==> config.mk <==
export PLATFORM = sky130hd
export DESIGN_NAME = sem_back
export DESIGN_NICKNAME = d
export VERILOG_FILES = /design/src/rtl/sem_pkg.sv /design/src/rtl/sem_back.sv
export SDC_FILE = /design/constraint.sdc
export NUM_CORES = 2
export LEC_CHECK = 0
export BUFFER_PORTS_ARGS = -buffer_cell sky130_fd_sc_hd__clkbuf_2
export CAP_MARGIN = 15
export CORE_MARGIN = 4
export CORE_UTILIZATION = 58
export DETAILED_ROUTE_END_ITERATION = 10
export GPL_ROUTABILITY_DRIVEN = 0
export GPL_TIMING_DRIVEN = 1
export MAX_ROUTING_LAYER = met4
export PLACE_DENSITY_LB_ADDON = 0.08
export SLEW_MARGIN = 20
export SYNTH_ARGS = -nofsm -noshare
export SYNTH_HDL_FRONTEND = slang
export SYNTH_SLANG_ARGS = --single-unit
==> constraint.sdc <==
create_clock -name i_clk -period 21.9 [get_ports i_clk]
set_clock_uncertainty 0.05 [all_clocks]
set_input_delay 3.285 -clock i_clk [delete_from_list [all_inputs] [get_ports i_clk]]
set_output_delay 3.285 -clock i_clk [all_outputs]
set_load 0.02 [all_outputs]
==> src/rtl/sem_pkg.sv <==
// Shared types and codes for the Sobel edge magnitude block.
// Used by every module under rtl/ except sem_ram; no dependencies of its own.
package sem_pkg;

    localparam int PIX_W     = 8;   // luminance and color component width
    localparam int CFG_DIM_W = 11;  // image_width / image_height register width
    localparam int SENS_W    = 16;  // sensitivity register width
    localparam int CFG_IDX_W = 2;

    // configuration register indexes
    typedef enum logic [CFG_IDX_W-1:0] {
        CFG_IMAGE_WIDTH  = 2'd0,
        CFG_IMAGE_HEIGHT = 2'd1,
        CFG_SENSITIVITY  = 2'd2
    } t_cfg_index;

    // item kinds
    localparam logic ITEM_PIXEL = 1'b0;
    localparam logic ITEM_DRAIN = 1'b1;

    typedef struct packed {
        logic [CFG_DIM_W-1:0] image_width;
        logic [CFG_DIM_W-1:0] image_height;
        logic [SENS_W-1:0]    sensitivity;
    } t_cfg;

    typedef struct packed {
        logic             kind;
        logic [PIX_W-1:0] red;
        logic [PIX_W-1:0] green;
        logic [PIX_W-1:0] blue;
    } t_in_item;

    typedef struct packed {
        logic [PIX_W-1:0] edge_value;
        logic             frame_end;
    } t_out_item;

    // 3x3 luminance window, cell (r,c) at index r*3+c
    typedef logic [8:0][PIX_W-1:0] t_window;

    // one pending result, handed from the front to the back
    typedef struct packed {
        t_window window;
        logic    border;
        logic    last;
    } t_task;

    typedef enum logic {
        F_IDLE,
        F_WORK
    } t_front_state;

    typedef enum logic [2:0] {
        B_IDLE,
        B_GRAD,
        B_SQUARE,
        B_SCALE1,
        B_SCALE2,
        B_ROOT,
        B_DONE
    } t_back_state;

endpackage

==> src/rtl/sem_back.sv <==
// Back end: Sobel gradients, squared magnitude, gain and an iterative
// square root, then the result register. Depends on sem_pkg.
module sem_back import sem_pkg::*; #(
    parameter int GAIN_FRAC_BITS = 8
) (
    input  logic              i_clk,
    input  logic              i_rst_n,
    input  logic [SENS_W-1:0] i_sensitivity,
    input  logic              i_q_empty,
    input  t_task             i_q_head,
    output logic              o_q_pop,
    output logic              o_empty,
    input  logic              i_pop,
    output t_out_item         o_result
);

    localparam int GRAD_W = PIX_W + 2;              // |gx|, |gy| up to 1020
    localparam int MAG_W  = 2 * GRAD_W + 1;         // gx^2 + gy^2
    localparam int MS_W   = MAG_W + SENS_W;
    localparam int X_W    = MS_W + SENS_W;
    localparam int Z_W    = X_W - 2 * GAIN_FRAC_BITS;
    localparam int RAD_W  = 2 * PIX_W;              // radicand below saturation
    localparam logic [RAD_W-1:0] ROOT_BIT_INIT = RAD_W'(1) << (RAD_W - 2);

    t_back_state r_state, n_state;

    t_task             r_task;
    logic [GRAD_W-1:0] r_ax, r_ay;
    logic [MAG_W-1:0]  r_m;
    logic [MS_W-1:0]   r_ms;
    logic [RAD_W-1:0]  r_rem, r_root, r_bit;
    logic              r_sat;
    logic              r_out_valid;
    t_out_item         r_out;

    logic [GRAD_W-1:0] pos_x, neg_x, pos_y, neg_y;
    logic [X_W-1:0]    x_full;
    logic [Z_W-1:0]    z;
    logic [RAD_W:0]    trial;
    logic              fits;
    logic              out_load;
    logic [PIX_W-1:0]  value;

    // next state
    always_comb begin
        n_state = r_state;
        case (r_state)
            B_IDLE:   if (!i_q_empty) n_state = B_GRAD;
            B_GRAD:   n_state = B_SQUARE;
            B_SQUARE: n_state = B_SCALE1;
            B_SCALE1: n_state = B_SCALE2;
            B_SCALE2: n_state = B_ROOT;
            B_ROOT:   if (r_bit == RAD_W'(1)) n_state = B_DONE;
            B_DONE:   if (!r_out_valid || i_pop) n_state = B_IDLE;
            default:  n_state = B_IDLE;
        endcase
    end

    // state outputs
    always_comb begin
        o_q_pop  = (r_state == B_IDLE) && !i_q_empty;
        out_load = (r_state == B_DONE) && (!r_out_valid || i_pop);
    end

    // gradient sums; cell (r,c) is window[r*3+c]
    always_comb begin
        pos_x = GRAD_W'(r_task.window[2]) + GRAD_W'({r_task.window[5], 1'b0})
              + GRAD_W'(r_task.window[8]);
        neg_x = GRAD_W'(r_task.window[0]) + GRAD_W'({r_task.window[3], 1'b0})
              + GRAD_W'(r_task.window[6]);
        pos_y = GRAD_W'(r_task.window[6]) + GRAD_W'({r_task.window[7], 1'b0})
              + GRAD_W'(r_task.window[8]);
        neg_y = GRAD_W'(r_task.window[0]) + GRAD_W'({r_task.window[1], 1'b0})
              + GRAD_W'(r_task.window[2]);
    end

    // second gain multiply, then drop 2*frac bits (floor of root commutes)
    assign x_full = r_ms * X_W'(i_sensitivity);
    assign z      = x_full[X_W-1:2*GAIN_FRAC_BITS];

    // one restoring square-root step
    assign trial = {1'b0, r_root} + {1'b0, r_bit};
    assign fits  = ({1'b0, r_rem} >= trial);

    always_comb begin
        if (r_task.border) begin
            value = '0;
        end else if (r_sat) begin
            value = '1;
        end else begin
            value = r_root[PIX_W-1:0];
        end
    end

    // datapath
    always_ff @(posedge i_clk) begin
        case (r_state)
            B_IDLE: begin
                if (!i_q_empty) r_task <= i_q_head;
            end
            B_GRAD: begin
                r_ax <= (pos_x >= neg_x) ? pos_x - neg_x : neg_x - pos_x;
                r_ay <= (pos_y >= neg_y) ? pos_y - neg_y : neg_y - pos_y;
            end
            B_SQUARE: begin
                r_m <= MAG_W'(r_ax * r_ax) + MAG_W'(r_ay * r_ay);
            end
            B_SCALE1: begin
                r_ms <= r_m * MS_W'(i_sensitivity);
            end
            B_SCALE2: begin
                r_rem  <= z[RAD_W-1:0];
                r_sat  <= |z[Z_W-1:RAD_W];
                r_root <= '0;
                r_bit  <= ROOT_BIT_INIT;
            end
            B_ROOT: begin
                if (fits) begin
                    r_rem  <= r_rem - trial[RAD_W-1:0];
                    r_root <= (r_root >> 1) + r_bit;
                end else begin
                    r_root <= r_root >> 1;
                end
                r_bit <= r_bit >> 2;
            end
            default: begin
            end
        endcase
    end

    // result register
    always_ff @(posedge i_clk) begin
        if (!i_rst_n) begin
            r_state     <= B_IDLE;
            r_out_valid <= 1'b0;
        end else begin
            r_state <= n_state;
            if (out_load) begin
                r_out_valid <= 1'b1;
            end else if (i_pop) begin
                r_out_valid <= 1'b0;
            end
        end
    end

    always_ff @(posedge i_clk) begin
        if (out_load) begin
            r_out.edge_value <= value;
            r_out.frame_end  <= r_task.last;
        end
    end

    assign o_empty  = !r_out_valid;
    assign o_result = r_out;

endmodule

# Word level (Yosys, flattened, before mapping)

Cells that the tools add are included.

Output and inout bits: 11
Register bits after elaboration: 206

Add/subtract/negate cells: 16
Bitwise gates (word level): 1
$lt $le $gt $ge: 3
Reductions and logical operators: 12
Multiply operators: 4
Muxes and demuxes: 14
Equality and inequality tests: 11

Operator list:

| cell                                                 | number |
|---|---|
| one-hot mux 16 bit (2 select lines)                  | 3 |
| multiplier 37 x 16 -> 53 bit                         | 1 |
| adder 10 x 8 -> 10 bit                               | 4 |
| adder 8 x 9 -> 10 bit                                | 4 |
| multiplier 10 x 10 -> 20 bit                         | 2 |
| subtractor 10 bit                                    | 4 |
| multiplier 21 x 16 -> 37 bit                         | 1 |
| two-way mux 16 bit                                   | 2 |
| adder 20 x 20 -> 21 bit                              | 1 |
| one-hot mux 3 bit (7 select lines)                   | 1 |
| OR reduction 21 bit                                  | 1 |
| greater-or-equal comparator 10 bit                   | 2 |
| two-way mux 10 bit                                   | 2 |
| adder 16 x 16 -> 17 bit                              | 1 |
| greater-or-equal comparator 16 x 17 -> 1 bit         | 1 |
| adder 15 x 16 -> 16 bit                              | 1 |
| equality test 16 x 1 -> 1 bit, second input constant | 1 |
| subtractor 16 bit                                    | 1 |
| equality test 3 bit, second input constant           | 3 |
| two-way mux 3 bit                                    | 3 |
| two-way mux 8 bit                                    | 1 |
| equality test 3 x 2 -> 1 bit, second input constant  | 2 |
| inequality test 2 bit, second input constant         | 3 |
| AND reduction 2 bit                                  | 2 |
| 10 further kinds                                     | 14 |

# Logic depth before layout (Yosys ltp)

Word-level depth: 4
Mapped depth: 28

# Worst setup path after synthesis

Ideal clock, no wire load.

Path kind: input port to output port
Start point: input i_q_empty
End point: output o_q_pop
Path slack: 8.494 ns
Arrival: 10.071 ns
Data required time: 18.565 ns
Stages: 1
Cells stage by stage: nor4_1

Word-level cells in the longest chain between the ends: 2

RTL lines:

| item              | line           | text |
|---|---|---|
| from (decl)       | sem_back.sv:9  | `input logic i_q_empty,` |
| logical NOT 1 bit | -              |  |
| logical AND 1 bit | sem_back.sv:61 | `o_q_pop = (r_state == B_IDLE) && !i_q_empty;` |
| to (decl)         | sem_back.sv:11 | `output logic o_q_pop,` |

No other way between the ends.

# Final worst setup path

Start point: input i_sensitivity[2]
End point: register r_sat, data pin

Word-level cells in the longest chain between the ends: 2

RTL lines:

| item                         | line            | text |
|---|---|---|
| from (decl)                  | sem_back.sv:8   | `input logic [SENS_W-1:0] i_sensitivity,` |
| multiplier 37 x 16 -> 53 bit | sem_back.sv:78  | `assign x_full = r_ms * X_W'(i_sensitivity);` |
| OR reduction 21 bit          | sem_back.sv:113 | `r_sat <= \|z[Z_W-1:RAD_W];` |
| to (signal assigned)         | sem_back.sv:113 |  |
| to (decl)                    | sem_back.sv:32  | `logic r_sat;` |

No other way between the ends.
A chain may end at the register's enable or synchronous reset.

==> reports/results.ini <==
[synthesis]
async_flop_share_pct = 0
avgSynthCellArea_sq_um = 9.60
synthTopCellsByArea = fa_1 40%, edfxtp_1 13%, ha_1 12%, inv_1 8.2%, and2_1 6.7%
yosys_warnings = 0
yosysTopAreaCell = fa_1
syn_inst = 4731
synth_most_common_cell = inv_1
synth-edff-count = 194
post-synth-top-area-fraction_pct = 40.5
synthTopCellsByCount = 989 x inv_1, 918 x fa_1, 608 x nand2_1
synth_area_sq_mm = 0.0454
ys_types = 78
ys_seq_area_share_pct = 13.0
ys_ff_latch = 198
syn_nets = 6168
synth_ff_type = edfxtp_1

[timing]
finalCritPeriodShare_pct = 50.7
fin_tns_setup_ns = 0
hold_viol_final = 0
setup_viol = 0
hold_slack_ns = 0.373
drv_slew = 0
min_period_ns = 11.11
fin_ws_ns = 10.79
worst_slew_pin_slew_ns = 1.09
fmax_ghz = 0.0900
rsz0062_at_grt = false
slew_headroom_pct = 27.4

[critical_path]
path_common_cell = fa_1
cp_max_fo = 33
reg2reg_from = r_ms[23]$_DFFE_PP_
cp.arrival_ns = 11.10
critPathTopFamily = adder cells
path_class = input pin to flip-flop
crit_path_end_kind = flip-flop
cp-start-kind = input pin
worstReg2RegEnd = r_sat$_DFFE_PP_
cp_slowest_cell = a2111oi_0
r2r_setup_slack_ns = 13.38
slowest_delay_ns = 0.87
cp_num_buf_inv = 3
reg2regPathDepth = 22
worstPathCellList = clkbuf_2 -> buf_4 -> nand2_1 -> fa_1 -> fa_1 -> fa_1 -> inv_1 -> fa_1 -> fa_1 -> fa_1 -> ha_1 -> nand4_1 -> a211oi_1 -> nor3_2 -> a21oi_4 -> a2111oi_0 -> o21bai_1 -> a21oi_1 -> xnor2_1 -> a211oi_1 -> nand4_1 -> nand4b_1
cp.required_ns = 21.89

[routing]
vias = 31000
routed_wl_mm = 102
drt_first_pass_iters = 5
vias_per_cell = 5.42
wire_per_inst_um = 17.8
drc = 0
drtIter0Drc = 1653
ant_nets = 0

[placed_design]
pre_cts_ws_ns = 10.21
dpl.hpwl_mm = 77.5
io_buffers = 96

[global_routing]
grt_max_degree = 68
grt_pass1_vias = 33300
grt_overflow = 0
grt_pass1_wl_mm = 172
antenna_found_initial = 1
gr-usage-all-layers_pct = 26.7

[floorplan]
rows = 102
die_w_um = 288
io_pins = 105
core-area_sq_mm = 0.0776
die_h_um = 288
dieArea_sq_mm = 0.0829
initial_core_util_pct = 58.5

[clock_network]
cts_resized = 0
numClockSinks = 198
path_clk_slew_ns = 0.08
postCtsSetupBuffers = 0
cts_hold_buf = 0
clock-root-buffer = clkbuf_16
cts_tree = yes
clockBufferDepth = 2
htreeDepth = 4
clkLatencyLatePin_ns = 0.48
cts_made_buffers = 17

[worst_hold_path]
hp-start = r_task[0]$_DFFE_PP_
hold_path_class = flip-flop to flip-flop
min_to = o_result[0]$_DFFE_PP_
min_path_cells = 0

[final_layout]
finalNetCount = 6113
drive_above_1_share_pct = 4.41
area_growth_pct = 4.06
final_core_util_pct = 60.9

[run]
cap_violations = 0

[outcome]
status = finished, final reports clean

## kinds of logic after synthesis
family / count (synthesis) / share of synthesized area, %
buf+inv: 1186 / 9.85
compound gates: 429 / 6.23
mux: 24 / 0.548
flops: 198 / 13.0
fa+ha+maj: 1343 / 52.2
xor+xnor: 155 / 2.99
simple gates: 1396 / 15.2
## layout by cell type, fill, tap and decap left out, drive strengths merged, types with 31 or more instances in the layout
master / instances
buf: 31
nand2: 608
ha: 425
o21bai: 34
xor2: 51
a21o: 53
fa: 918
xnor2: 104
nor2: 127
edfxtp: 194
and2: 489
o21ai: 71
inv: 997
nor2b: 44
clkbuf: 109
a21oi: 145
## worst reg2reg max path: cells and delay by family, from the launching register on
kind            cells  cell delay (ns)
simple gates        7             1.85
flops               1             1.07
buf+inv             3             0.15
compound gates      4             1.43
xor+xnor            1             0.10
fa+ha+maj           7             3.44
## layout make-up
class | instances | area, sq um
fill | 6819 | 30300
clock buffer | 18 | 429
sequential | 198 | 5910
clock inverter | 14 | 178
antenna | 1 | 2.50
timing repair buffer | 122 | 676
multi-input combinational | 3347 | 35100
tap | 1040 | 1300
inverter | 990 | 3720
## metal layers
layer	vias up	track usage [%]	wire, um
met2	716	44.0	50400
met3	170	2.80	4710
met4	0	6.57	2460
li1	14300	-	-
met5	-	-	0
met1	15800	36.1	44200
## flip-flops by register name, indices dropped and copies added, names as in the netlist
| signal | count |
|---|---|
| r_task | 66 |
| r_ms | 37 |
| r_m | 21 |
| r_rem | 16 |
| r_root | 16 |
| r_ax | 10 |
| r_ay | 10 |
| o_result | 9 |
| r_bit | 8 |
| r_state | 3 |
| r_out_valid | 1 |
| r_sat | 1 |
## worst max path at each step
stage,from,to,slack (ns),cells after the start
after floorplan,i_q_empty,o_q_pop,8.49,1
after CTS,i_sensitivity[2],r_sat$_DFFE_PP_,10.70,22
after detailed placement,i_sensitivity[2],r_sat$_DFFE_PP_,10.21,22
after global routing,i_sensitivity[2],r_sat$_DFFE_PP_,10.45,22
final,i_sensitivity[2],r_sat$_DFFE_PP_,10.79,22
after global placement,i_sensitivity[2],r_sat$_DFFE_PP_,10.26,22
## stage by stage
step | cells | cell area [sq um]
after floorplan | 4731 | 45400
after global placement | 5697 | 46700
after detailed placement | 5697 | 46700
after CTS | 5729 | 47300
after global routing | 5729 | 47300
final | 5730 | 47300
Power is left out: the tool's default activity adds up to more than one toggle a clock period on the data nets, which glitch-free logic cannot reach.
