### src/rtl/sem_pkg.sv
// Shared types and codes for the Sobel edge magnitude block.
// Used by every module under rtl/ except sem_ram; no dependencies of its own.
package sem_pkg;

    localparam int PIX_W     = 8;   // luminance and color component width
    localparam int CFG_DIM_W = 11;  // image_width / image_height register width
    localparam int SENS_W    = 16;  // sensitivity register width
    localparam int CFG_IDX_W = 2;

    // configuration register indexes
    typedef enum logic [CFG_IDX_W-1:0] {
        CFG_IMAGE_WIDTH  = 2'd0,
        CFG_IMAGE_HEIGHT = 2'd1,
        CFG_SENSITIVITY  = 2'd2
    } t_cfg_index;

    // item kinds
    localparam logic ITEM_PIXEL = 1'b0;
    localparam logic ITEM_DRAIN = 1'b1;

    typedef struct packed {
        logic [CFG_DIM_W-1:0] image_width;
        logic [CFG_DIM_W-1:0] image_height;
        logic [SENS_W-1:0]    sensitivity;
    } t_cfg;

    typedef struct packed {
        logic             kind;
        logic [PIX_W-1:0] red;
        logic [PIX_W-1:0] green;
        logic [PIX_W-1:0] blue;
    } t_in_item;

    typedef struct packed {
        logic [PIX_W-1:0] edge_value;
        logic             frame_end;
    } t_out_item;

    // 3x3 luminance window, cell (r,c) at index r*3+c
    typedef logic [8:0][PIX_W-1:0] t_window;

    // one pending result, handed from the front to the back
    typedef struct packed {
        t_window window;
        logic    border;
        logic    last;
    } t_task;

    typedef enum logic {
        F_IDLE,
        F_WORK
    } t_front_state;

    typedef enum logic [2:0] {
        B_IDLE,
        B_GRAD,
        B_SQUARE,
        B_SCALE1,
        B_SCALE2,
        B_ROOT,
        B_DONE
    } t_back_state;

endpackage

### src/rtl/sem_queue.sv
// Short task queue between the front and the back end.
// Depends on sem_pkg.
module sem_queue import sem_pkg::*; (
    input  logic  i_clk,
    input  logic  i_rst_n,
    input  logic  i_push,
    input  t_task i_task,
    output logic  o_full,
    input  logic  i_pop,
    output logic  o_empty,
    output t_task o_head
);

    localparam int DEPTH = 4;
    localparam int AW    = $clog2(DEPTH);

    t_task         r_mem [DEPTH];
    logic [AW-1:0] r_wp, r_rp;
    logic [AW:0]   r_count;
    logic          do_push, do_pop;

    assign o_full  = (r_count == (AW+1)'(DEPTH));
    assign o_empty = (r_count == '0);
    assign o_head  = r_mem[r_rp];
    assign do_push = i_push && !o_full;
    assign do_pop  = i_pop && !o_empty;

    // pointers and fill level
    always_ff @(posedge i_clk) begin
        if (!i_rst_n) begin
            r_wp    <= '0;
            r_rp    <= '0;
            r_count <= '0;
        end else begin
            if (do_push) r_wp <= r_wp + AW'(1);
            if (do_pop)  r_rp <= r_rp + AW'(1);
            case ({do_push, do_pop})
                2'b10:   r_count <= r_count + (AW+1)'(1);
                2'b01:   r_count <= r_count - (AW+1)'(1);
                default: r_count <= r_count;
            endcase
        end
    end

    // storage
    always_ff @(posedge i_clk) begin
        if (do_push) begin
            r_mem[r_wp] <= i_task;
        end
    end

endmodule

### config.mk
export PLATFORM = sky130hd
export DESIGN_NAME = sem_queue
export DESIGN_NICKNAME = d
export VERILOG_FILES = /design/src/rtl/sem_pkg.sv /design/src/rtl/sem_queue.sv
export SDC_FILE = /design/constraint.sdc
export NUM_CORES = 1
export LEC_CHECK = 0
export BUFFER_PORTS_ARGS = -buffer_cell sky130_fd_sc_hd__buf_2
export CAP_MARGIN = 20
export CORE_UTILIZATION = 53
export CTS_BUF_LIST = sky130_fd_sc_hd__clkbuf_8
export DETAILED_ROUTE_END_ITERATION = 16
export HOLD_SLACK_MARGIN = 0.15
export PLACE_DENSITY = 0.85
export SLEW_MARGIN = 0
export SYNTH_ARGS = -nofsm -noshare
export SYNTH_HDL_FRONTEND = slang
export SYNTH_SLANG_ARGS = --single-unit
### constraint.sdc
create_clock -name i_clk -period 4.4 [get_ports i_clk]
set_input_delay 0.44 -clock i_clk [delete_from_list [all_inputs] [get_ports i_clk]]
set_output_delay 0.44 -clock i_clk [all_outputs]
set_load 0.01 [all_outputs]
* Word-level counts from Yosys, hierarchy flattened *
Memory sizes are Yosys's and may differ from the RTL's. A register that Yosys moved wholly into a read port is not among the register bits.
Cells that the tools add are included.
W data, S select, Z words.

cells by class
  add/sub/neg operators = 4
  equal/unequal tests = 3
  reduce and logical (&&, ||, !) cells = 6
  muxes and demuxes = 5

operator list
  kind                   number
  $pmux W3 S2            1
  $add A2 B1 Y2 const B  2
  $mux W2                2
  $add A3 B1 Y3 const B  1
  $eq A3 B3 Y1 const B   1
  $logic_not A3 Y1       1
  $sub A3 B1 Y3 const B  1
  $eq A2 B1 Y1 const B   1
  $eq A2 B2 Y1 const B   1
  $logic_and A1 B1 Y1    2
  $logic_not A1 Y1       2
  $mux W1                2
  $reduce_bool A2 Y1     1

word-level totals
  bits of input ports = 78
  output and inout port bits = 76
  register bits after elaboration = 7
  memories = 1
  memory bits (writable) = 296
  word-level logic and storage cells = 22

memory list
  memory  depth  bits a word  rd ports  clocked after Yosys merged registers in  write ports  RTL line         text
  r_mem   4      74           1         1                                        1            sem_queue.sv:17  t_task r_mem [DEPTH];

* Logic depth before layout (Yosys ltp) *
Gate-level depths: netlist of the first run.

  depth after elaboration = 5
  depth in mapped cells = 10
  mapped depth without buffers = 9

* Worst setup path before layout of the first run *
OpenSTA, ideal clock, no wires.

  kind = register to register
  start = register r_count[2]
  end = memory r_mem[0][0] (netlist name), enable pin
  clock period less this slack = 3035 ps
  data arrival time = 2595 ps
  stages on the path, launching flop included = 5
  slack = 1365 ps
  cells stage by stage = dfxtp_1 nor3b_1 nor2b_1 clkbuf_1 and2_1

between the ends
  word-level cells in the longest chain between the ends = 5

ends and longest elaborated chain
  element                        RTL line         text
  start: declaration             sem_queue.sv:19  logic [AW:0] r_count;
  start signal: assignment       sem_queue.sv:38  2'b10: r_count <= r_count + (AW+1)'(1);
  start signal: assignment       sem_queue.sv:39  2'b01: r_count <= r_count - (AW+1)'(1);
  start signal: assignment       sem_queue.sv:40  default: r_count <= r_count;
  $eq A3 B3 Y1                   sem_queue.sv:22  assign o_full = (r_count == (AW+1)'(DEPTH));
  net o_full                     sem_queue.sv:8   output logic o_full,
  $logic_not A1 Y1               sem_queue.sv:25  assign do_push = i_push && !o_full;
  $logic_and A1 B1 Y1            sem_queue.sv:25
  $mux W1                        sem_queue.sv:47  if (do_push) begin
  $mux W1 (implied by the code)  sem_queue.sv:48  r_mem[r_wp] <= i_task;
  end: declaration               sem_queue.sv:17

The timed path passes the listed nets, and every way through them passes these cells.

==> results of run 1 <==
power breakdown:
group / switching (W) / total (W) / internal, W
registers: 0.000212 / 0.00371 / 0.00350
logic: 0.000714 / 0.00151 / 0.000801
clock network: 0.00101 / 0.00216 / 0.00115
metrics by stage:
stage / area [µm²] / total power, W / setup slack, ns
after floorplan: 11200 / 0.00471 / 1.36
after global placement: 12200 / 0.00517 / 1.84
after detailed placement: 12200 / 0.00524 / 1.83
after CTS: 13800 / 0.00744 / 1.24
after global routing: 13900 / 0.00771 / 1.13
final: 13900 / 0.00739 / 1.38
layout make-up:
type,count,share of cell area [%]
Multi-Input combinational cell,111,14.1
Timing Repair Buffer,232,11.7
Clock inverter,34,1.41
Tap cell,270,2.43
Clock buffer,49,4.86
Inverter,6,0.162
Sequential cell,305,65.3
routing by layer:
metal,track usage (%),vias up,part of all wire [%]
li1,-,2402,-
met1,24.5,2796,40
met2,35.2,179,53
met3,4.22,35,5.3
met4,6.91,0,1.9
met5,0,-,0
kinds of logic after synthesis:
family | Yosys count
AO/OA/AOI/OAI | 7
adder cells (fa/ha/maj) | 6
buffers and inverters | 24
XOR/XNOR | 2
flip-flops | 305
AND/OR/NAND/NOR | 20
multiplexers | 76
worst reg2reg max path: stages (launching register included):
cell and delay [ns]:
sky130_fd_sc_hd__dfxtp_1 0.39, sky130_fd_sc_hd__nor3b_1 0.28, sky130_fd_sc_hd__nor2b_1 0.20, sky130_fd_sc_hd__inv_1 0.10, sky130_fd_sc_hd__ha_1 0.18, sky130_fd_sc_hd__inv_1 0.06
sky130_fd_sc_hd__fa_1 0.38, sky130_fd_sc_hd__xor2_1 0.16, sky130_fd_sc_hd__or3_1 0.32, sky130_fd_sc_hd__a21boi_0 0.16
path summary, 6_finish.rpt:
kind              start         end  slack [ns]  cells past startpoint
max                flop   o_head[0]        1.38                      3
max reg2reg  r_count[2]  r_count[2]        2.10                      9
min             i_rst_n  r_count[2]        0.26                      2
min reg2reg     r_wp[1]     r_wp[1]        0.52                      2
cells in the final DEF (no fill, tap or decap), types with 2 or more instances in the layout:
cell,count
sky130_fd_sc_hd__edfxtp_1,296
sky130_fd_sc_hd__buf_2,153
sky130_fd_sc_hd__mux4_2,74
sky130_fd_sc_hd__dlygate4sd3_1,74
sky130_fd_sc_hd__clkbuf_8,49
sky130_fd_sc_hd__inv_1,19
sky130_fd_sc_hd__clkinv_1,11
sky130_fd_sc_hd__nand2_1,7
sky130_fd_sc_hd__dfxtp_1,7
sky130_fd_sc_hd__clkinv_2,6
sky130_fd_sc_hd__o21ai_0,5
sky130_fd_sc_hd__ha_1,5
sky130_fd_sc_hd__and2_4,4
sky130_fd_sc_hd__buf_16,3
sky130_fd_sc_hd__nor2b_1,2
sky130_fd_sc_hd__and2_1,2
sky130_fd_sc_hd__mux2i_1,2
sky130_fd_sc_hd__or3_1,2
sky130_fd_sc_hd__a21boi_0,2
sky130_fd_sc_hd__dfxtp_4,2
sky130_fd_sc_hd__clkinvlp_4,2
sky130_fd_sc_hd__bufinv_16,2
sky130_fd_sc_hd__buf_12,2
flip-flops by register name (all words and copies together), names as in the netlist, named ones only:
register	flops
r_mem	296
r_count	3
r_rp	2
r_wp	2
==> flow_summary.json, run 1 <==
{
  "outcome": "finished, final reports clean",
  "period_minus_slack_ns": 3.02,
  "avgViaCountPerCell": 5.37,
  "hp-class": "primary input to flop",
  "tightest_pin_transition_ns": 1.17,
  "fp.dieArea_um2": 21700,
  "num_vias": 5412,
  "synth_top_family_by_area": "multiplexers",
  "cts_root_buffer_type": "sky130_fd_sc_hd__clkbuf_8",
  "clock_skew_ns": 0.0178,
  "cts_made_buffers": 48,
  "netlist_area_um2": 11200,
  "synthSimpleGateAreaFrac_pct": 1.05,
  "yosysWarningCount": 0,
  "timing_worst_setup_path_type": "flop to output port",
  "routed_wl_um": 20900,
  "cts_buffer_depth": 3,
  "timing.critical_path.to_type": "output port",
  "drive_gt1_share_pct": 40.4,
  "cts_resized": 0,
  "share_of_synthesized_area_occupied_by_flip_flops_and_latches_pct": 81.2,
  "die_x_um": 147,
  "final-instance-count-excl-fill": 1007,
  "hold_viol": 0,
  "yosys_most_used_dff": "sky130_fd_sc_hd__edfxtp_1",
  "worst_slew_margin_rel_pct": 22.1,
  "avgRoutedWirePerCell_um": 20.8,
  "post-dp-hpwl_um": 11300,
  "finalHoldWorstSlack_ns": 0.257,
  "clock_pin_slew_of_the_registers_on_the_worst_case_setup_and_hold_paths_ns": 0.05,
  "rsz0062_at_grt": "false",
  "layout.area.seq_um2": 9080,
  "yosysUniqueCellTypes": 23,
  "placedCellCount": 846,
  "start_util_pct": 54.7,
  "setup_tns_ns": 0,
  "leakage_nw": 4.76,
  "yosys-top-cells-count": "sky130_fd_sc_hd__edfxtp_1 (296), sky130_fd_sc_hd__mux4_2 (74), sky130_fd_sc_hd__dfxtp_1 (9)",
  "drt-initial-drc-count": 372,
  "fmax_mhz": 331,
  "async_set_reset_flop_share_out_of_synthesis_pct": 0,
  "powerDensity_nw_per_um2": 532,
  "io_buffers": 153,
  "net_count_reported_at_finish": 788,
  "synth-edff-count": 296,
  "dieHeight_um": 147,
  "share_of_the_core_filled_with_cells_pct": 68.0,
  "worstPathMaxFanout": 44,
  "max_cap_viol_count": 0,
  "cts-hold-fix-buffers": 74,
  "yosys.area_share.adder_pct": 0.739,
  "yosys_register_bits": 305,
  "cts_post_setup_buffers_inserted": 0,
  "crit_chain": "buf_12 -> mux4_2 -> buf_2",
  "global_route_wire_length_before_repair_um": 32400,
  "crit_family": "flip-flops",
  "fillerInstances": 1282,
  "synth_xor_xnor_area_share_pct": 0.157,
  "yosys.cell_count.top_type": "sky130_fd_sc_hd__edfxtp_1",
  "syn_inst": 440,
  "timing.critical_path.slowest_cell_delay_ns": 0.94,
  "drc": 0,
  "grt_antenna_before_repair": 0,
  "area_growth_pct": 24.4,
  "critical-path-slowest-cell": "sky130_fd_sc_hd__dfxtp_4",
  "final_max_tran_viols": 0,
  "io_pins": 154,
  "grt_use_total_pct": 20.0,
  "diodes": 0,
  "tritoncts": "yes",
  "max-vdd-ir-drop_mv": 0.506,
  "htreeDepth": 2,
  "synth_fp_nets": 524,
  "rows": 52,
  "clock_insertion_delay_worst_skew_ns": 0.55,
  "grt-ovfl-total": 0,
  "place.gp.congestion": 0.729,
  "antenna_violating_nets_post_route": 0,
  "cp_data_arrival_time_ns": 2.58,
  "layout_worst_path_cycle_share_pct": 68.7,
  "critPathLaunchType": "flop",
  "critical_path.n_buffers_inverters": 2,
  "first_global_vias": 6111,
  "muxShareOfSynthArea_pct": 15.1,
  "post_synth_main_area_contributors": "sky130_fd_sc_hd__edfxtp_1 (80%), sky130_fd_sc_hd__mux4_2 (15%), sky130_fd_sc_hd__dfxtp_1 (1.6%)",
  "core_area_um2": 20400,
  "synthesis.area_per_instance_um2": 25.4,
  "final_setup_fails": 0,
  "cp_data_required_time_ns": 3.96,
  "post_synth_top_area_cell": "sky130_fd_sc_hd__edfxtp_1",
  "multi_input_area_um2": 1950,
  "grt_max_degree": 75,
  "yosys.area.top_type_share_pct": 79.6,
  "drt-pass1-iter-count": 5,
  "clk_sink_count": 305,
  "synth_compound_gate_area_share_pct": 0.358
}
Note: power is estimated with default switching activity, not from simulation.
==> run 2, diff against run 1 <==
- PLACE_DENSITY: 0.85 -> 0.88
- clock period: 4.4 -> 2.6 ns (I/O delays scaled with it)
==> flow_summary.json, run 2 (same netlist as run 1, synthesis figures left out) <==
{
  "outcome": "finished, final reports clean",
  "grt_antenna_before_repair": 1,
  "first_global_vias": 5915,
  "place.gp.congestion": 0.725,
  "clock_insertion_delay_worst_skew_ns": 0.53,
  "clock_pin_slew_of_the_registers_on_the_worst_case_setup_and_hold_paths_ns": 0.05,
  "depth_of_the_worst_register_to_register_path": 9,
  "die_x_um": 147,
  "post-dp-hpwl_um": 12500,
  "tritoncts": "yes",
  "num_vias": 5453,
  "clk_sink_count": 305,
  "cp-startpoint": "r_count[2]",
  "critical-path-slowest-cell": "sky130_fd_sc_hd__fa_1",
  "timing_worst_setup_path_type": "flop to flop",
  "hold_viol": 0,
  "drt-initial-drc-count": 389,
  "max_cap_viol_count": 0,
  "dieHeight_um": 147,
  "largest-register": "r_mem",
  "worst_slew_margin_rel_pct": 64.2,
  "cp_num_cells": 9,
  "fmax_mhz": 437,
  "grt_max_degree": 41,
  "avgViaCountPerCell": 5.40,
  "grt-ovfl-total": 0,
  "commonest_non_fill_non_tap_cells_in_the_layout": "sky130_fd_sc_hd__edfxtp_1 (296), sky130_fd_sc_hd__buf_2 (153), sky130_fd_sc_hd__dlygate4sd3_1 (76)",
  "final_max_tran_viols": 0,
  "fillerInstances": 1292,
  "io_pins": 154,
  "max-vdd-ir-drop_mv": 0.543,
  "critPathLaunchType": "flop",
  "timing.critical_path.slowest_cell_delay_ns": 0.38,
  "crit_family": "simple AND/OR/NAND/NOR gates",
  "start_util_pct": 54.7,
  "final_setup_fails": 0,
  "worst_slack_ns": 0.311,
  "rows": 52,
  "tightest_pin_transition_ns": 0.536,
  "hp-class": "primary input to flop",
  "routed_wl_um": 20700,
  "rsz0062_at_grt": "false",
  "worstPathMaxFanout": 7,
  "fp.dieArea_um2": 21700,
  "avgRoutedWirePerCell_um": 20.6,
  "antenna_violating_nets_post_route": 0,
  "crit_chain": "nor3b_1 -> nor2b_1 -> inv_1 -> ha_1 -> inv_1 -> fa_1 -> xor2_1 -> or3_1 -> a21boi_0",
  "leakage_nw": 4.79,
  "global_route_wire_length_before_repair_um": 32400,
  "worstHoldStart": "i_push",
  "crit_top_cell": "sky130_fd_sc_hd__inv_1",
  "largest_reg_flops": 296,
  "rrSetupSlack_ns": 0.31,
  "reg_top3": "r_mem (296), r_count (3)",
  "cts_buffer_depth": 3,
  "hold_path_depth": 3,
  "grt_use_total_pct": 19.9,
  "layout_worst_path_cycle_share_pct": 88.0,
  "net_count_reported_at_finish": 798,
  "finalPower_w": 0.0123,
  "critical_path.n_buffers_inverters": 2,
  "clock_skew_ns": 0.0151,
  "drive_gt1_share_pct": 40.4,
  "worstReg2RegStart": "r_count[2]",
  "core_area_um2": 20400,
  "dp_worst_setup_slack_ns": 0.308,
  "cts_resized": 0,
  "final_common_cell": "sky130_fd_sc_hd__edfxtp_1",
  "cp_data_required_time_ns": 3.04,
  "cts_root_buffer_type": "sky130_fd_sc_hd__clkbuf_8",
  "period_minus_slack_ns": 2.29,
  "powerDensity_nw_per_um2": 882,
  "htreeDepth": 2,
  "drc": 0,
  "area_growth_pct": 24.8,
  "io_buffers": 153,
  "timing.critical_path.to_type": "flop",
  "drt-pass1-iter-count": 4,
  "setup_tns_ns": 0,
  "cts_made_buffers": 46,
  "cp_data_arrival_time_ns": 2.73
}
[run 2: cell count changes in the layout (fill, tap and decap cells not counted), sizes merged]
cell	previous run	this run
clkbuf	49	47
clkinvlp	2	1
buf	158	168
bufinv	2	1
clkinv	17	6
inv	19	23
dlygate4sd3	74	76
diode	0	1
[run 2: final timing paths]
path,to
setup / recovery,r_count[2]
hold / removal,r_wp[1]
setup reg to reg,r_count[2]
hold reg to reg,r_wp[1]
[run 2: final cells by class]
| class | instances | area (µm²) | area share [%] |
|---|---|---|---|
| Sequential cell | 305 | 9080 | 65.1 |
| Antenna cell | 1 | 2.50 | 0.0180 |
| Clock buffer | 47 | 647 | 4.64 |
| Inverter | 6 | 22.5 | 0.162 |
| Timing Repair Buffer | 244 | 1780 | 12.7 |
| Multi-Input combinational cell | 111 | 1950 | 14.0 |
| Tap cell | 270 | 338 | 2.42 |
| Clock inverter | 25 | 124 | 0.889 |
[run 2: power by group]
| group | internal [W] | switching (W) | total [W] |
|---|---|---|---|
| sequential | 0.00592 | 0.000155 | 0.00608 |
| combinational | 0.00143 | 0.00143 | 0.00286 |
| clock | 0.00175 | 0.00161 | 0.00335 |
[run 2: per-stage QoR]
stage	cell area, µm²	hold WS [ns]	cells	utilization (%)
after detailed placement	12400	0.476	858	60.7
final	13900	0.236	1009	68.2
after CTS	13900	0.210	1006	68.2
after floorplan	11200	0.359	440	-
after global routing	13900	0.242	1009	68.2
after global placement	12400	0.469	858	60.7
[run 2: repair_timing]
item / in CTS / in global routing
endpoints found under the hold margin: 305 / 0
buffers inserted: 0 / 2
hold buffers: 76 / 0
setup endpoints to repair: 0 / 1
[run 2: routing by layer]
metal	vias up	track usage (%)	routed length, µm
met2	213	33.8	10600
met1	2799	25.4	8380
li1	2413	-	-
met4	0	5.98	286
met3	28	5.16	1470
met5	-	0	0
[run 2: worst register-to-register path: stages (launching register included)]
cell and delay, ns:
sky130_fd_sc_hd__dfxtp_1 0.37, sky130_fd_sc_hd__nor3b_1 0.28, sky130_fd_sc_hd__nor2b_1 0.20, sky130_fd_sc_hd__inv_1 0.11, sky130_fd_sc_hd__ha_1 0.19, sky130_fd_sc_hd__inv_1 0.07, sky130_fd_sc_hd__fa_1 0.38, sky130_fd_sc_hd__xor2_1 0.16
sky130_fd_sc_hd__or3_1 0.30, sky130_fd_sc_hd__a21boi_0 0.16
==> run 3, diff against run 2 <==
- REMOVE_ABC_BUFFERS: default -> 1
==> flow_summary.json, run 3 (same netlist as run 1, synthesis figures left out) <==
{
  "grt_use_total_pct": 19.9,
  "final_setup_fails": 0,
  "depth_of_the_worst_register_to_register_path": 9,
  "cp_data_arrival_time_ns": 2.79,
  "crit_top_cell": "sky130_fd_sc_hd__inv_1",
  "critPathLaunchType": "flop",
  "commonest_non_fill_non_tap_cells_in_the_layout": "sky130_fd_sc_hd__edfxtp_1 (296), sky130_fd_sc_hd__buf_2 (153), sky130_fd_sc_hd__dlygate4sd3_1 (76)",
  "largest-register": "r_mem",
  "setup_tns_ns": 0,
  "worstReg2RegStart": "r_count[2]",
  "die_x_um": 147,
  "num_vias": 5449,
  "hp-class": "primary input to flop",
  "post-dp-hpwl_um": 12600,
  "io_buffers": 153,
  "cts_made_buffers": 46,
  "final-instance-count-excl-fill": 1016,
  "layout_worst_path_cycle_share_pct": 89.4,
  "fp.dieArea_um2": 21700,
  "critical-path-slowest-cell": "sky130_fd_sc_hd__dfxtp_1",
  "worst_setup_path_endpoint": "r_count[2]",
  "antenna_violating_nets_post_route": 0,
  "drt-initial-drc-count": 278,
  "global_route.usage.met2_pct": 35.1,
  "tightest_pin_transition_ns": 0.686,
  "clock_pin_slew_of_the_registers_on_the_worst_case_setup_and_hold_paths_ns": 0.06,
  "period_minus_slack_ns": 2.32,
  "start_util_pct": 54.7,
  "drc": 0,
  "timing.critical_path.slowest_cell_delay_ns": 0.37,
  "max_cap_viol_count": 0,
  "worst_slew_margin_rel_pct": 54.2,
  "cts_root_buffer_type": "sky130_fd_sc_hd__clkbuf_8",
  "clk_sink_count": 305,
  "grt_max_degree": 46,
  "clock_insertion_delay_worst_skew_ns": 0.54,
  "diodes": 0,
  "clock_skew_ns": 0.0177,
  "cp-startpoint": "r_count[2]",
  "drive_gt1_share_pct": 40.9,
  "timing.critical_path.to_type": "flop",
  "max-vdd-ir-drop_mv": 0.527,
  "globalRoute.busiestLayer": "met2",
  "leakage_nw": 4.80,
  "placedCellCount": 860,
  "largest_reg_flops": 296,
  "powerDensity_nw_per_um2": 881,
  "tritoncts": "yes",
  "cts_buffer_depth": 3,
  "hold_viol": 0,
  "net_count_reported_at_finish": 799,
  "use_met1_pct": 23.9,
  "place.gp.congestion": 0.735,
  "core_area_um2": 20400,
  "cp_data_required_time_ns": 3.07,
  "global_route_wire_length_before_repair_um": 32300,
  "grt-ovfl-total": 0,
  "htreeDepth": 2,
  "grt.met3_usage_pct": 5.16,
  "cts_resized": 0,
  "rsz0062_at_grt": "false",
  "final_max_tran_viols": 0,
  "first_global_vias": 6194,
  "reg_top3": "r_mem (296), r_count (3)",
  "grt_antenna_before_repair": 0,
  "avgViaCountPerCell": 5.36,
  "io_pins": 154,
  "drt-pass1-iter-count": 4,
  "avgRoutedWirePerCell_um": 20.4,
  "rrSetupSlack_ns": 0.28,
  "crit_chain": "nor3b_1 -> nor2b_1 -> inv_1 -> ha_1 -> inv_1 -> fa_1 -> xor2_1 -> or3_1 -> a21boi_0",
  "timing_worst_setup_path_type": "flop to flop",
  "routed_wl_um": 20800,
  "outcome": "finished, final reports clean",
  "reg2reg_to": "r_count[2]",
  "area_growth_pct": 24.8,
  "final_common_cell": "sky130_fd_sc_hd__edfxtp_1",
  "fmax_mhz": 430,
  "worstPathMaxFanout": 7,
  "rows": 52,
  "dieHeight_um": 147
}
run 3: how the worst min path moves through the flow:
stage	endpoint	cells after the start	slack, ns	from
6_report	r_wp[0]	3	0.24	i_push
3_3_place_gp	flop	2	0.46	r_rp[0]
2_1_floorplan	r_mem[0][0]	0	0.36	i_task[0]
5_1_grt	r_wp[0]	3	0.24	i_push
4_1_cts	r_wp[1]	3	0.21	i_push
3_5_place_dp	r_mem[1][30]	1	0.48	i_task[30]
run 3: critical path: cells and delay by family, from the launching register on:
family | cells | cell delay (ns)
compound gates | 1 | 0.15
xor+xnor | 1 | 0.16
fa+ha+maj | 2 | 0.56
buf+inv | 2 | 0.18
flops | 1 | 0.37
simple gates | 3 | 0.82
run 3: what timing repair did:
action,in CTS,in global routing
endpoints found under the hold margin,305,0
hold buffers,76,0
setup endpoints to repair,0,2
setup buffers,0,1
run 3: report_power, final:
part / internal [W] / leakage, nW / switching [W]
logic: 0.00144 / 1.55 / 0.00143
clock network: 0.00165 / 0.461 / 0.00166
registers: 0.00592 / 2.79 / 0.000173
run 3: final cells by class:
cell class                 instances  area, µm²
inverter                           6       22.5
clock buffer                      46        633
timing repair buffer             245       1770
tap                              270        338
fill                            1311       6490
sequential                       305       9080
clock inverter                    33        148
multi-input combinational        111       1950
run 3: metrics by stage:
step           cell area [µm²]  hold WS, ns  setup slack (ns)  utilization, %  power (W)
2_1_floorplan            11000        0.359             -1.47               -    0.00792
3_3_place_gp             12400        0.461             0.514            60.6    0.00885
3_5_place_dp             12400        0.475             0.271            60.6    0.00900
4_1_cts                  13900        0.214            0.0681            68.2     0.0124
5_1_grt                  13900        0.237            0.0984            68.2     0.0128
6_report                 13900        0.244             0.276            68.2     0.0123
run 3: metal layers:
layer | vias to the layer above | routed length [µm] | share of wire [%]
li1 | 2423 | - | -
met1 | 2794 | 8240 | 40
met2 | 206 | 10900 | 53
met3 | 26 | 1290 | 6.2
met4 | 0 | 304 | 1.5
met5 | - | 0 | 0
